[config.mk]
export PLATFORM = sky130hd
export DESIGN_NAME = mrss_search_flat
export DESIGN_NICKNAME = d
export VERILOG_FILES = /design/src/design/mrss_pkg.sv /design/src/design/mrss_req_if.sv /design/src/design/mrss_rsp_if.sv /design/src/design/mrss_search.sv /design/src/flat_wrapper.sv
export SDC_FILE = /design/constraint.sdc
export NUM_CORES = 1
export LEC_CHECK = 0
export BUFFER_PORTS_ARGS = -buffer_cell sky130_fd_sc_hd__buf_4
export CORE_MARGIN = 5
export CORE_UTILIZATION = 57
export CTS_BUF_LIST = sky130_fd_sc_hd__clkbuf_16
export DETAILED_ROUTE_END_ITERATION = 16
export PLACE_DENSITY = 0.81
export SLEW_MARGIN = 20
export SYNTH_ARGS = -nofsm -noshare
export SYNTH_HDL_FRONTEND = slang
export SYNTH_SLANG_ARGS = --single-unit
export TNS_END_PERCENT = 1
[constraint.sdc]
create_clock -name clk -period 5.25 [get_ports clk]
set_input_delay 0.525 -clock clk [delete_from_list [all_inputs] [get_ports clk]]
set_output_delay 0.525 -clock clk [all_outputs]
set_load 0.01 [all_outputs]
[src/design/mrss_pkg.sv]
// ----------------------------------------------------------------------------
// mrss_pkg
// Shared types and constants of the Morton range split search block.
// ----------------------------------------------------------------------------
package mrss_pkg;

	localparam int unsigned TABLE_DEPTH_DFLT = 1024;
	localparam int unsigned CODE_W           = 32;
	localparam int unsigned SLOT_W           = 10;
	localparam int unsigned IDX_W            = 11;

	typedef logic [CODE_W-1:0] code_t;
	typedef logic [SLOT_W-1:0] slot_t;
	typedef logic [IDX_W-1:0]  idx_t;

	typedef enum logic {
		OP_LOAD  = 1'b0,
		OP_QUERY = 1'b1
	} op_t;

	typedef enum logic [2:0] {
		ST_IDLE,
		ST_LAST,
		ST_CHECK,
		ST_SEARCH,
		ST_DONE
	} state_t;

endpackage

[src/design/mrss_req_if.sv]
// ----------------------------------------------------------------------------
// mrss_req_if
// Request channel: table loads and split queries.
// ----------------------------------------------------------------------------
interface mrss_req_if;
	import mrss_pkg::*;

	logic  valid;
	logic  ready;
	op_t   operation;
	slot_t slot;
	code_t code_value;
	slot_t range_start;
	idx_t  range_end;

	modport source (output valid, output operation, output slot, output code_value,
		output range_start, output range_end, input ready);
	modport sink (input valid, input operation, input slot, input code_value,
		input range_start, input range_end, output ready);
endinterface

[src/design/mrss_rsp_if.sv]
// ----------------------------------------------------------------------------
// mrss_rsp_if
// Response channel: one beat per split query.
// ----------------------------------------------------------------------------
interface mrss_rsp_if;
	import mrss_pkg::*;

	logic  valid;
	logic  ready;
	slot_t split_index;
	logic  range_error;

	modport source (output valid, output split_index, output range_error, input ready);
	modport sink (input valid, input split_index, input range_error, output ready);
endinterface

[src/design/mrss_search.sv]
// ----------------------------------------------------------------------------
// mrss_search
// Query sequencer: for a non-empty range reads the end codes, then, unless they
// are equal, runs the binary search with one table read per step, and holds the result in the output register.
// ----------------------------------------------------------------------------
module mrss_search #(
	parameter int unsigned TABLE_DEPTH = mrss_pkg::TABLE_DEPTH_DFLT,
	parameter int unsigned AW          = $clog2(TABLE_DEPTH)
) (
	input  logic            clk,
	input  logic            arst_n,
	mrss_req_if.sink        req,
	mrss_rsp_if.source      rsp,
	output logic            wr_en,
	output logic [AW-1:0]   wr_addr,
	output mrss_pkg::code_t wr_data,
	output logic            rd_en,
	output logic [AW-1:0]   rd_addr,
	input  mrss_pkg::code_t rd_data
);
	import mrss_pkg::*;

	state_t state_q, state_n;

	slot_t start_q;
	idx_t  end_q;
	code_t first_q;
	code_t mask_q;
	idx_t  lo_q, hi_q, mid_q, split_q;
	logic  err_q;

	logic  out_valid_q;
	slot_t out_split_q;
	logic  out_err_q;

	logic  accept, query, out_free, empty, same, hit, cont;
	idx_t  end_c, mid0, mid_eq, lo_n, hi_n, mid_n, split_n;
	code_t diff, smear, mask_c;
	logic [IDX_W:0] sum_eq, sum0, sum_n;

	assign accept   = req.valid && req.ready;
	assign query    = (req.operation == OP_QUERY);
	assign out_free = !out_valid_q || rsp.ready;

	always_comb begin
		end_c  = (32'(req.range_end) > TABLE_DEPTH) ? IDX_W'(TABLE_DEPTH) : req.range_end;
		empty  = (end_c <= {1'b0, req.range_start});

		same   = (first_q == rd_data);
		diff   = first_q ^ rd_data;
		smear  = diff | (diff >> 1);
		smear  = smear | (smear >> 2);
		smear  = smear | (smear >> 4);
		smear  = smear | (smear >> 8);
		smear  = smear | (smear >> 16);
		mask_c = ~(smear >> 1);
		sum_eq = {2'b00, start_q} + {1'b0, end_q};
		mid_eq = sum_eq[IDX_W:1];
		sum0   = {2'b00, start_q} + {1'b0, end_q} - (IDX_W+1)'(1);
		mid0   = sum0[IDX_W:1];

		hit    = (((first_q ^ rd_data) & mask_q) == '0);
		if (hit) begin
			split_n = mid_q;
			lo_n    = mid_q + IDX_W'(1);
			hi_n    = hi_q;
			cont    = (mid_q < hi_q);
		end else begin
			split_n = split_q;
			lo_n    = lo_q;
			hi_n    = mid_q - IDX_W'(1);
			cont    = (lo_q < mid_q);
		end
		sum_n  = {1'b0, lo_n} + {1'b0, hi_n};
		mid_n  = sum_n[IDX_W:1];
	end

	always_comb begin
		state_n = state_q;
		unique case (state_q)
			ST_IDLE: begin
				if (accept && query) begin
					state_n = empty ? ST_DONE : ST_LAST;
				end
			end
			ST_LAST:   state_n = ST_CHECK;
			ST_CHECK:  state_n = same ? ST_DONE : ST_SEARCH;
			ST_SEARCH: state_n = cont ? ST_SEARCH : ST_DONE;
			ST_DONE:   state_n = out_free ? ST_IDLE : ST_DONE;
			default:   state_n = ST_IDLE;
		endcase
	end

	always_comb begin
		req.ready = 1'b0;
		rd_en     = 1'b0;
		rd_addr   = AW'(req.range_start);
		unique case (state_q)
			ST_IDLE: begin
				req.ready = 1'b1;
				rd_en     = accept && query && !empty;
			end
			ST_LAST: begin
				rd_en   = 1'b1;
				rd_addr = AW'(end_q - IDX_W'(1));
			end
			ST_CHECK: begin
				rd_en   = !same;
				rd_addr = AW'(mid0);
			end
			ST_SEARCH: begin
				rd_en   = cont;
				rd_addr = AW'(mid_n);
			end
			ST_DONE: begin
				rd_en = 1'b0;
			end
			default: begin
				rd_en = 1'b0;
			end
		endcase
	end

	assign wr_en   = accept && !query && (32'(req.slot) < TABLE_DEPTH);
	assign wr_addr = AW'(req.slot);
	assign wr_data = req.code_value;

	always_ff @(posedge clk or negedge arst_n) begin
		if (!arst_n) begin
			state_q     <= ST_IDLE;
			out_valid_q <= 1'b0;
		end else begin
			state_q <= state_n;
			if (state_q == ST_DONE && out_free) begin
				out_valid_q <= 1'b1;
			end else if (rsp.ready) begin
				out_valid_q <= 1'b0;
			end
		end
	end

	always_ff @(posedge clk) begin
		unique case (state_q)
			ST_IDLE: begin
				if (accept && query) begin
					start_q <= req.range_start;
					end_q   <= end_c;
					split_q <= {1'b0, req.range_start};
					err_q   <= empty;
				end
			end
			ST_LAST: begin
				first_q <= rd_data;
			end
			ST_CHECK: begin
				mask_q  <= mask_c;
				lo_q    <= {1'b0, start_q};
				hi_q    <= end_q - IDX_W'(1);
				mid_q   <= mid0;
				split_q <= same ? mid_eq : {1'b0, start_q};
			end
			ST_SEARCH: begin
				lo_q    <= lo_n;
				hi_q    <= hi_n;
				mid_q   <= mid_n;
				split_q <= split_n;
			end
			ST_DONE: begin
				if (out_free) begin
					out_split_q <= SLOT_W'(split_q);
					out_err_q   <= err_q;
				end
			end
			default: begin
				err_q <= err_q;
			end
		endcase
	end

	assign rsp.valid       = out_valid_q;
	assign rsp.split_index = out_split_q;
	assign rsp.range_error = out_err_q;
endmodule

[src/flat_wrapper.sv]
// flat-port wrapper written by rule: the top's interface ports become plain ports
module mrss_search_flat import mrss_pkg::*;
#(
	parameter int unsigned TABLE_DEPTH = mrss_pkg::TABLE_DEPTH_DFLT,
	parameter int unsigned AW          = $clog2(TABLE_DEPTH)
)
  (clk, arst_n, wr_en, wr_addr, wr_data, rd_en, rd_addr, rd_data, req_valid, req_operation, req_slot, req_code_value, req_range_start, req_range_end, req_ready, rsp_valid, rsp_split_index, rsp_range_error, rsp_ready);
  mrss_req_if req_i ();
  mrss_rsp_if rsp_i ();
  input  logic clk;
  input  logic arst_n;
  output logic wr_en;
  output logic [AW-1:0] wr_addr;
  output mrss_pkg::code_t wr_data;
  output logic rd_en;
  output logic [AW-1:0] rd_addr;
  input  mrss_pkg::code_t rd_data;
  input wire logic [$bits(req_i.valid)-1:0] req_valid;
  input wire logic [$bits(req_i.operation)-1:0] req_operation;
  input wire logic [$bits(req_i.slot)-1:0] req_slot;
  input wire logic [$bits(req_i.code_value)-1:0] req_code_value;
  input wire logic [$bits(req_i.range_start)-1:0] req_range_start;
  input wire logic [$bits(req_i.range_end)-1:0] req_range_end;
  output wire logic [$bits(req_i.ready)-1:0] req_ready;
  output wire logic [$bits(rsp_i.valid)-1:0] rsp_valid;
  output wire logic [$bits(rsp_i.split_index)-1:0] rsp_split_index;
  output wire logic [$bits(rsp_i.range_error)-1:0] rsp_range_error;
  input wire logic [$bits(rsp_i.ready)-1:0] rsp_ready;
  assign req_i.valid = req_valid;
  assign req_i.operation = req_operation;
  assign req_i.slot = req_slot;
  assign req_i.code_value = req_code_value;
  assign req_i.range_start = req_range_start;
  assign req_i.range_end = req_range_end;
  assign req_ready = req_i.ready;
  assign rsp_valid = rsp_i.valid;
  assign rsp_split_index = rsp_i.split_index;
  assign rsp_range_error = rsp_i.range_error;
  assign rsp_i.ready = rsp_ready;
  mrss_search #(.TABLE_DEPTH(TABLE_DEPTH), .AW(AW)) u_core (.clk(clk), .arst_n(arst_n), .req(req_i), .rsp(rsp_i), .wr_en(wr_en), .wr_addr(wr_addr), .wr_data(wr_data), .rd_en(rd_en), .rd_addr(rd_addr), .rd_data(rd_data));
endmodule
Yosys cells after proc, flatten, opt, wreduce, memory -nomap -nowiden
Cells that the tools add are included.

operators by class
  $add $sub $neg = 6
  $mul = 0
  div/mod/pow operators = 0
  $lt $le $gt $ge = 4
  eq/ne operators = 7
  shift operators = 0
  mux-type cells = 22
  bitwise gates (word level) = 8
  reductions and logical operators = 18

operators by type and width
  operator                                               number
  one-hot mux 11 bit (2 select lines)                    3
  one-hot mux 10 bit (3 select lines)                    2
  2-to-1 mux 11 bit                                      3
  bitwise AND 32 bit                                     1
  equality test 32 bit                                   1
  zero test 32 bit                                       1
  inverter 31 -> 32 bit                                  1
  OR 32 x 16 -> 32 bit                                   1
  OR 32 x 24 -> 32 bit                                   1
  OR 32 x 28 -> 32 bit                                   1
  OR 32 x 30 -> 32 bit                                   1
  OR 32 x 31 -> 32 bit                                   1
  XOR 32 bit                                             1
  2-to-1 mux 10 bit                                      3
  < comparator 11 bit                                    2
  subtractor 11 x 1 -> 11 bit, second input constant     2
  2-to-1 mux 3 bit                                       5
  one-hot mux 3 bit (5 select lines)                     1
  adder 10 x 11 -> 12 bit                                1
  adder 11 x 11 -> 12 bit                                1
  subtractor 12 x 1 -> 12 bit, second input constant     1
  adder 11 x 1 -> 11 bit, second input constant          1
  greater-than comparator 11 bit, second input constant  1
  less-or-equal comparator 11 x 10 -> 1 bit              1
  other kinds (14)                                       28

storage, ports and cells
  flip-flop bits (word level) = 144
  bits in latches = 0
  bits in writable memories = 0
  ROM bits = 0
  input bits = 100
  output and inout bits = 67
  logic and storage cells = 78
  memories kept = 0

Depth between registers and ports, before layout
Gate-level depths: netlist (run 1).

  depth after elaboration = 7
  gate-level depth with buffers = 18

Worst setup path after synthesis (run 1)
No wires, ideal clock.

  path kind = input port to output port
  from = in rd_data[30]
  to = out rd_addr[9]
  arrival = 3.859 ns
  data required time = 4.725 ns
  slack = 0.866 ns
  stages on the path = 17
  path buffers = 1
  path through = xor2_1 -> a22o_1 -> a221oi_1 -> and4_1 -> nand2_1 -> clkbuf_1 -> o21ai_0 -> ha_1 -> nor2b_1 -> o21ai_0 -> a21boi_0 -> o21a_1 -> o41ai_1 -> xnor2_1 -> and2_1 -> a221oi_1 -> o22ai_1

on the way
  cells in the longest elaborated chain, start to end = 6
  elaborated cells on any way between the ends = 7
  classes of those cells = add/sub (1); mux (3); bitwise (2); reduce/logical (1)

RTL lines
  item                                   RTL line            RTL
  from (decl)                            flat_wrapper.sv:17  input mrss_pkg::code_t rd_data;
  XOR 32 bit *                           mrss_search.sv:62   hit = (((first_q ^ rd_data) & mask_q) == '0);
  bitwise AND 32 bit *                   mrss_search.sv:62
  zero test 32 bit *                     mrss_search.sv:62
  2-to-1 mux 11 bit                      mrss_search.sv:63   if (hit) begin
  adder 11 x 11 -> 12 bit *              mrss_search.sv:74   sum_n = {1'b0, lo_n} + {1'b0, hi_n};
  one-hot mux 10 bit (3 select lines) *  mrss_search.sv:98   unique case (state_q)
  to (decl)                              flat_wrapper.sv:16  output logic [AW-1:0] rd_addr;

Mark *: on every way between the ends. The rest lies on a longest branch, timed or not.

Final worst setup path (run 1)
  from = reg u_core.first_q[23]
  to = out rd_addr[9]

on the way
  cells in the longest elaborated chain, start to end = 6
  elaborated cells on any way between the ends = 7
  classes of those cells = add/sub (1); mux (3); bitwise (2); reduce/logical (1)

RTL lines
  item                                   RTL line            RTL
  from (decl)                            mrss_search.sv:27   code_t first_q;
  from (signal assigned)                 mrss_search.sv:153  first_q <= rd_data;
  XOR 32 bit *                           mrss_search.sv:62
  bitwise AND 32 bit *                   mrss_search.sv:62
  zero test 32 bit *                     mrss_search.sv:62
  2-to-1 mux 11 bit                      mrss_search.sv:63
  adder 11 x 11 -> 12 bit *              mrss_search.sv:74
  one-hot mux 10 bit (3 select lines) *  mrss_search.sv:98

Marks and branches as above.

==> reports/qor.yml, run 1 <==
min_period_ns: 5.03
crit_arrival_ns: 4.50
worst_ep_required_time_ns: 4.72
clock_sinks: 143
seq_area_um2: 4270
p_per_area_nw_per_um2: 597
grt_first_pass_wirelength_mm: 35.4
cap_violations: 0
synth-edff-count: 139
gr-usage-all-layers_pct: 24.8
timing.rr.start: "u_core.first_q[23]$_DFFE_PP_"
dr.pass1.iters: 5
area_growth_pct: 12.6
placedCellCount: 1135
vias_per_cell: 6.02
hold_start: "rd_data[7]"
critPathMaxFanout: 32
core_area_um2: 15900
netlist_area_um2: 9240
num-fill-cells: 1255
rsz0062_at_grt: "false"
hold_path_class: "input pin to flip-flop"
regToRegSetupSlack_ns: 1.21
syn_area_per_cell_um2: 10.3
p_total_uw: 6200
r2r-end: "u_core.mid_q[8]$_DFFE_PN_"
clk_path_buf_depth: 2
status: "finished, final reports clean"
finalSetupViolations: 0
start_kind: "flip-flop"
timing.critical_path.to: "rd_addr[9]"
crit_chain: "xor2_1, a22o_1, a221oi_1, and4_2, nand2_2, buf_12, o21ai_0, ha_1, a21boi_1, o21a_1, o41ai_2, xnor2_1, and2_1, a211oi_1, o22ai_1, buf_4"
yosys_warnings: 0
avgRoutedWirePerCell_um: 19.5
hold_viol: 0
grt.overflow.total: 0
wl_met2_mm: 10.2
antenna_cells: 0
dieArea_um2: 18800
cts_root_buf: "clkbuf_16"
final-max-slew-violation-count: 0
drt_iter0_drc: 827
drive_gt1_share_pct: 16.0
grt_pass1_vias: 6717
reg2regPathDepth: 13
fp.dieH_um: 137
top_level_ports: 167
maxUsedRoutingLayer: "met4"
gp_congestion: 0.935
async_flop_share_pct: 2.80
fin_tns_setup_ns: 0
fin_nets: 1095
numCtsBuffers: 17
end_kind: "output port"
slew_headroom_pct: 28.4
clkTransAtPathRegs_ns: 0.07
cts_max_level: 4
hold_ws_ns: 0.283
drc: 0
routed_wl_mm: 22.8
wl_met3_mm: 1.90
vias: 7036
ir_drop_mv: 0.277
antenna_left: 0
cpPeakStageDelay_ns: 0.38
yosys.cell_types.count: 78
final_cells: 1168
wl_met1_mm: 9.89
rows: 46
fin_util_pct: 65.4
seq_area_frac_synth_pct: 46.3
fin_crit_sh_pct: 95.7
port_buffers: 82
dp_hpwl_mm: 17.2
leakage_uw: 0.00420
netlist_instances: 899
ys.flop_type: "edfxtp_1"
cts_tree: "done"
startpoint: "u_core.first_q[23]$_DFFE_PP_"
clock_insertion_delay_worst_skew_ns: 0.43
worstMarginPinSlew_ns: 1.07
grt_start_max_net_pins: 50
finClkSkew_ns: 0.0102
multi_input_area_um2: 4320
die_x_um: 137
syn_nets: 1055
critPathKind: "flip-flop to output port"
fmax_mhz: 199
initial_utilization_pct: 58.1
ys_ff_latch: 143
critPathSlowestCell: "edfxtp_1"
antenna_found_initial: 0
how the worst min path moves through the flow:
stage	endpoint	slack, ns	cells past startpoint
3_3_place_gp	u_core.state_q[0]$_DFFE_PN0P_	0.33	1
4_1_cts	u_core.first_q[16]$_DFFE_PP_	0.27	1
3_5_place_dp	u_core.state_q[1]$_DFFE_PN0P_	0.33	1
2_1_floorplan	u_core.rsp.valid$_DFFE_PN0P_	0.23	0
6_report	u_core.first_q[7]$_DFFE_PP_	0.28	1
5_1_grt	u_core.first_q[29]$_DFFE_PP_	0.27	1
flip-flops by register name (all words and copies together), names as in the netlist:
signal / cells
u_core.split_q: 10
u_core.rsp.range_error: 1
u_core.rsp.split_index: 10
u_core.rsp.valid: 1
u_core.first_q: 32
u_core.err_q: 1
u_core.lo_q: 11
u_core.hi_q: 11
u_core.start_q: 10
u_core.state_q: 3
u_core.mid_q: 11
u_core.end_q: 11
u_core.mask_q: 31
layout make-up:
type | instances | area share [%]
Clock buffer | 17 | 4.09
Sequential cell | 143 | 41.1
Tap cell | 216 | 2.60
Multi-Input combinational cell | 624 | 41.6
Clock inverter | 15 | 1.59
Timing Repair Buffer | 93 | 6.86
Inverter | 60 | 2.17
critical path: cells and delay by family, from the launching register on:
kind | cells | cell delay [ns]
compound gates | 8 | 1.91
simple gates | 3 | 0.69
buf+inv | 2 | 0.40
flops | 1 | 0.38
fa+ha+maj | 1 | 0.35
xor+xnor | 2 | 0.32
synthesized netlist by cell type (19+ instances only):
library cell,n,area [um2]
nand2_1,69,259
nor2_1,68,255
clkbuf_1,25,93.8
xor2_1,42,368
xnor2_1,35,307
a21oi_1,53,265
o21ai_0,35,175
buf_4,42,315
edfxtp_1,139,4170
ha_1,54,676
o21ai_1,19,95.1
inv_1,58,218
nor2b_1,19,119
nor3_1,25,125
cells by family after synthesis:
family / after synthesis / synth area share, %
mux: 25 / 2.82
fa+ha+maj: 56 / 7.75
buf+inv: 132 / 7.18
simple gates: 267 / 14.7
compound gates: 199 / 14.0
xor+xnor: 77 / 7.30
flops: 143 / 46.3
where the power goes:
part           total, uW  switching (uW)  leakage (uW)  internal (uW)
clock network       1210             537      0.000290            677
logic               2950            1800       0.00254           1150
registers           2040             262       0.00137           1780
total               6200            2600       0.00420           3600
stage by stage:
stage                     cell area [um2]  worst slack (ns)
after floorplan                      9240             0.866
after global placement               9780             0.254
after detailed placement             9780             0.180
after CTS                           10400            0.0693
after global routing                10400            0.0552
final                               10400             0.224
what timing repair did:
action / 4_1_cts / 5_1_grt
endpoints found under the setup margin: 1 / 2
buffers inserted: 0 / 0
endpoints found under the hold margin: 4 / 0
resized for setup: 1 / 9
hold buffers: 1 / 0
pin swaps: 0 / 1
per-layer routing:
metal | vias up | GRT usage [%]
met1 | 3295 | 35.4
met2 | 362 | 37.1
met4 | 0 | 11.3
met5 | - | 0
li1 | 3319 | -
met3 | 60 | 4.27
placed cells by master, fill, tap and decap left out, types with 7 or more instances in the layout:
cell	synthesis	routed
a211oi_1	7	7
a22oi_1	9	9
nand2_1	69	68
buf_4	42	91
xnor2_1	35	35
o22ai_1	7	7
and3_1	15	15
clkbuf_16	0	17
mux2_2	7	7
a21oi_1	53	53
xor2_1	42	42
nand3_1	13	13
o21ai_0	35	29
ha_1	54	54
nor2_1	68	67
a21o_1	9	9
nor4_1	8	7
nor3_1	25	25
o21a_1	11	11
inv_1	58	58
o21ai_1	19	25
nor2b_1	19	19
edfxtp_1	139	139
mux2i_1	17	17
nand4_1	10	10
Note: power is estimated with default switching activity, not from simulation.
==> run 2, diff against run 1 <==
--- a/config.mk
+++ b/config.mk
@@ -10,7 +10,10 @@
 export CORE_UTILIZATION = 57
 export CTS_BUF_LIST = sky130_fd_sc_hd__clkbuf_16
 export DETAILED_ROUTE_END_ITERATION = 16
+export GPL_TIMING_DRIVEN = 0
+export HOLD_SLACK_MARGIN = 0.05
 export PLACE_DENSITY = 0.81
+export SETUP_SLACK_MARGIN = 0.3
 export SLEW_MARGIN = 20
 export SYNTH_ARGS = -nofsm -noshare
 export SYNTH_HDL_FRONTEND = slang
==> reports/qor.yml, run 2 (synthesis results as in run 1) <==
use_met1_pct: 37.3
min_period_ns: 4.85
status: "finished, final reports clean"
cap_violations: 0
fin_nets: 1214
antenna_left: 0
finalSetupViolations: 0
cts_max_level: 4
port_buffers: 124
cts_root_buf: "clkbuf_16"
clkTransAtPathRegs_ns: 0.06
finClkSkew_ns: 0.00691
avgRoutedWirePerCell_um: 19.7
fp.dieH_um: 137
worstMarginPinSlew_ns: 0.845
vias: 7639
final_cell_mix: "buf_4 (179), edfxtp_1 (139), nand2_1 (66), nor2_1 (66), inv_1 (57)"
antenna_cells: 0
fin_crit_sh_pct: 92.4
start_kind: "flip-flop"
grt_busiest_layer: "met2"
critPathMaxFanout: 8
crit_arrival_ns: 4.33
end_kind: "output port"
dp_hpwl_mm: 19.4
top_register: "u_core.first_q"
grt_first_pass_wirelength_mm: 38.3
dieArea_um2: 18800
dr.pass1.iters: 5
final_cells: 1287
area_growth_pct: 23.9
worst_ep_required_time_ns: 4.72
numCtsBuffers: 17
reg.largest.list: "u_core.first_q: 32 flops, u_core.mask_q: 31 flops"
mostFrequentLayoutCell: "buf_4"
gr-usage-met3_pct: 4.35
hold_path_class: "input pin to flip-flop"
p_per_area_nw_per_um2: 577
hold_viol: 0
ir_drop_mv: 0.265
vias_per_cell: 5.94
initial_utilization_pct: 58.1
regToRegSetupSlack_ns: 1.34
grt.overflow.total: 0
antenna_found_initial: 0
grt_pass1_vias: 7192
finalWorstSetupSlack_ns: 0.398
dp_slack_ns: -0.131
critPathKind: "flip-flop to output port"
top_level_ports: 167
clock_sinks: 143
gp_congestion: 0.946
leakage_uw: 0.00474
fin_util_pct: 72.0
rsz0062_at_grt: "true"
critPathSlowestCell: "edfxtp_1"
drive_gt1_share_pct: 25.9
gr-usage-all-layers_pct: 26.9
cts_tree: "done"
crit_chain: "xor2_4, a22o_1, a221oi_2, and4_4, nand2_8, buf_8, o21ai_2, fa_2, nor2b_4, o21ai_2, a21boi_2, o21a_2, o41ai_4, xnor2_2, and2_4, a221oi_2, o22ai_1, buf_4"
grt_start_max_net_pins: 35
die_x_um: 137
fin_tns_setup_ns: 0
path_buf_inv: 2
num-fill-cells: 1171
routed_wl_mm: 25.3
clk_path_buf_depth: 2
drc: 0
clock_insertion_delay_worst_skew_ns: 0.42
largest_reg_flops: 32
core_area_um2: 15900
cpPeakStageDelay_ns: 0.46
slew_headroom_pct: 43.0
fmax_mhz: 206
cp_top_family: "compound AO/OA/AOI/OAI gates"
placedCellCount: 1241
drt_iter0_drc: 715
final-max-slew-violation-count: 0
rows: 46
hold_ws_ns: 0.288
use_met2_pct: 42.7
==> run 2: cell count changes in the layout (fill, tap and decap cells not counted), moves of 4 or more <==
cell / before / now
clkbuf_1: 0 / 18
o21ai_0: 29 / 22
buf_8: 0 / 4
buf_4: 91 / 179
==> run 2: per-stage QoR <==
| step | cell area (um2) | total power [uW] |
|---|---|---|
| global placement | 10400 | 4940 |
| finish | 11400 | 6600 |
| global route | 11400 | 7000 |
| floorplan | 9240 | 4050 |
| CTS | 11200 | 6320 |
| detailed placement | 10500 | 5040 |
==> run 2: power breakdown <==
| group | total [uW] | switching [uW] | leakage [uW] | internal, uW |
|---|---|---|---|---|
| Sequential | 1990 | 212 | 0.00137 | 1780 |
| Clock | 1220 | 511 | 0.000288 | 706 |
| Combinational | 3400 | 2030 | 0.00308 | 1370 |
| Total | 6600 | 2750 | 0.00474 | 3860 |
==> run 2: what timing repair did <==
item                                    4_1_cts  5_1_grt
buffers inserted                              1       12
hold buffers                                  1        0
endpoints found under the setup margin        4        3
hold endpoints to repair                      4        0
gates resized for setup                      29       46
pin swaps                                     5       16
==> run 2: per-layer routing <==
| layer | vias to the layer above | share of wire (%) |
|---|---|---|
| li1 | 3554 | - |
| met1 | 3608 | 41 |
| met2 | 417 | 47 |
| met3 | 60 | 9.2 |
| met4 | 0 | 3.1 |
| met5 | - | 0 |
==> run 2: path summary, 6_finish.rpt <==
path | startpoint | to | depth (start not counted)
worst min register to register | u_core.split_q[3]$_DFFE_PP_ | u_core.rsp.split_index[3]$_DFFE_PP_ | 0
min in group asynchronous | arst_n | u_core.state_q[2]$_DFFE_PN0P_ | 2
max in group asynchronous | arst_n | u_core.state_q[1]$_DFFE_PN0P_ | 2
worst min-delay path | rd_data[17] | u_core.first_q[17]$_DFFE_PP_ | 1
worst max register to register | u_core.first_q[7]$_DFFE_PP_ | u_core.mid_q[8]$_DFFE_PN_ | 17
worst max-delay path | u_core.first_q[7]$_DFFE_PP_ | rd_addr[9] | 18
==> run 2: area by class of cell <==
class	instances	area (um2)	area share (%)
multi-input combinational	624	4510	39.4
sequential	143	4270	37.4
timing repair buffer	140	1090	9.56
buffer	72	488	4.27
clock buffer	17	425	3.72
tap	216	270	2.36
inverter	60	225	1.97
clock inverter	15	159	1.39
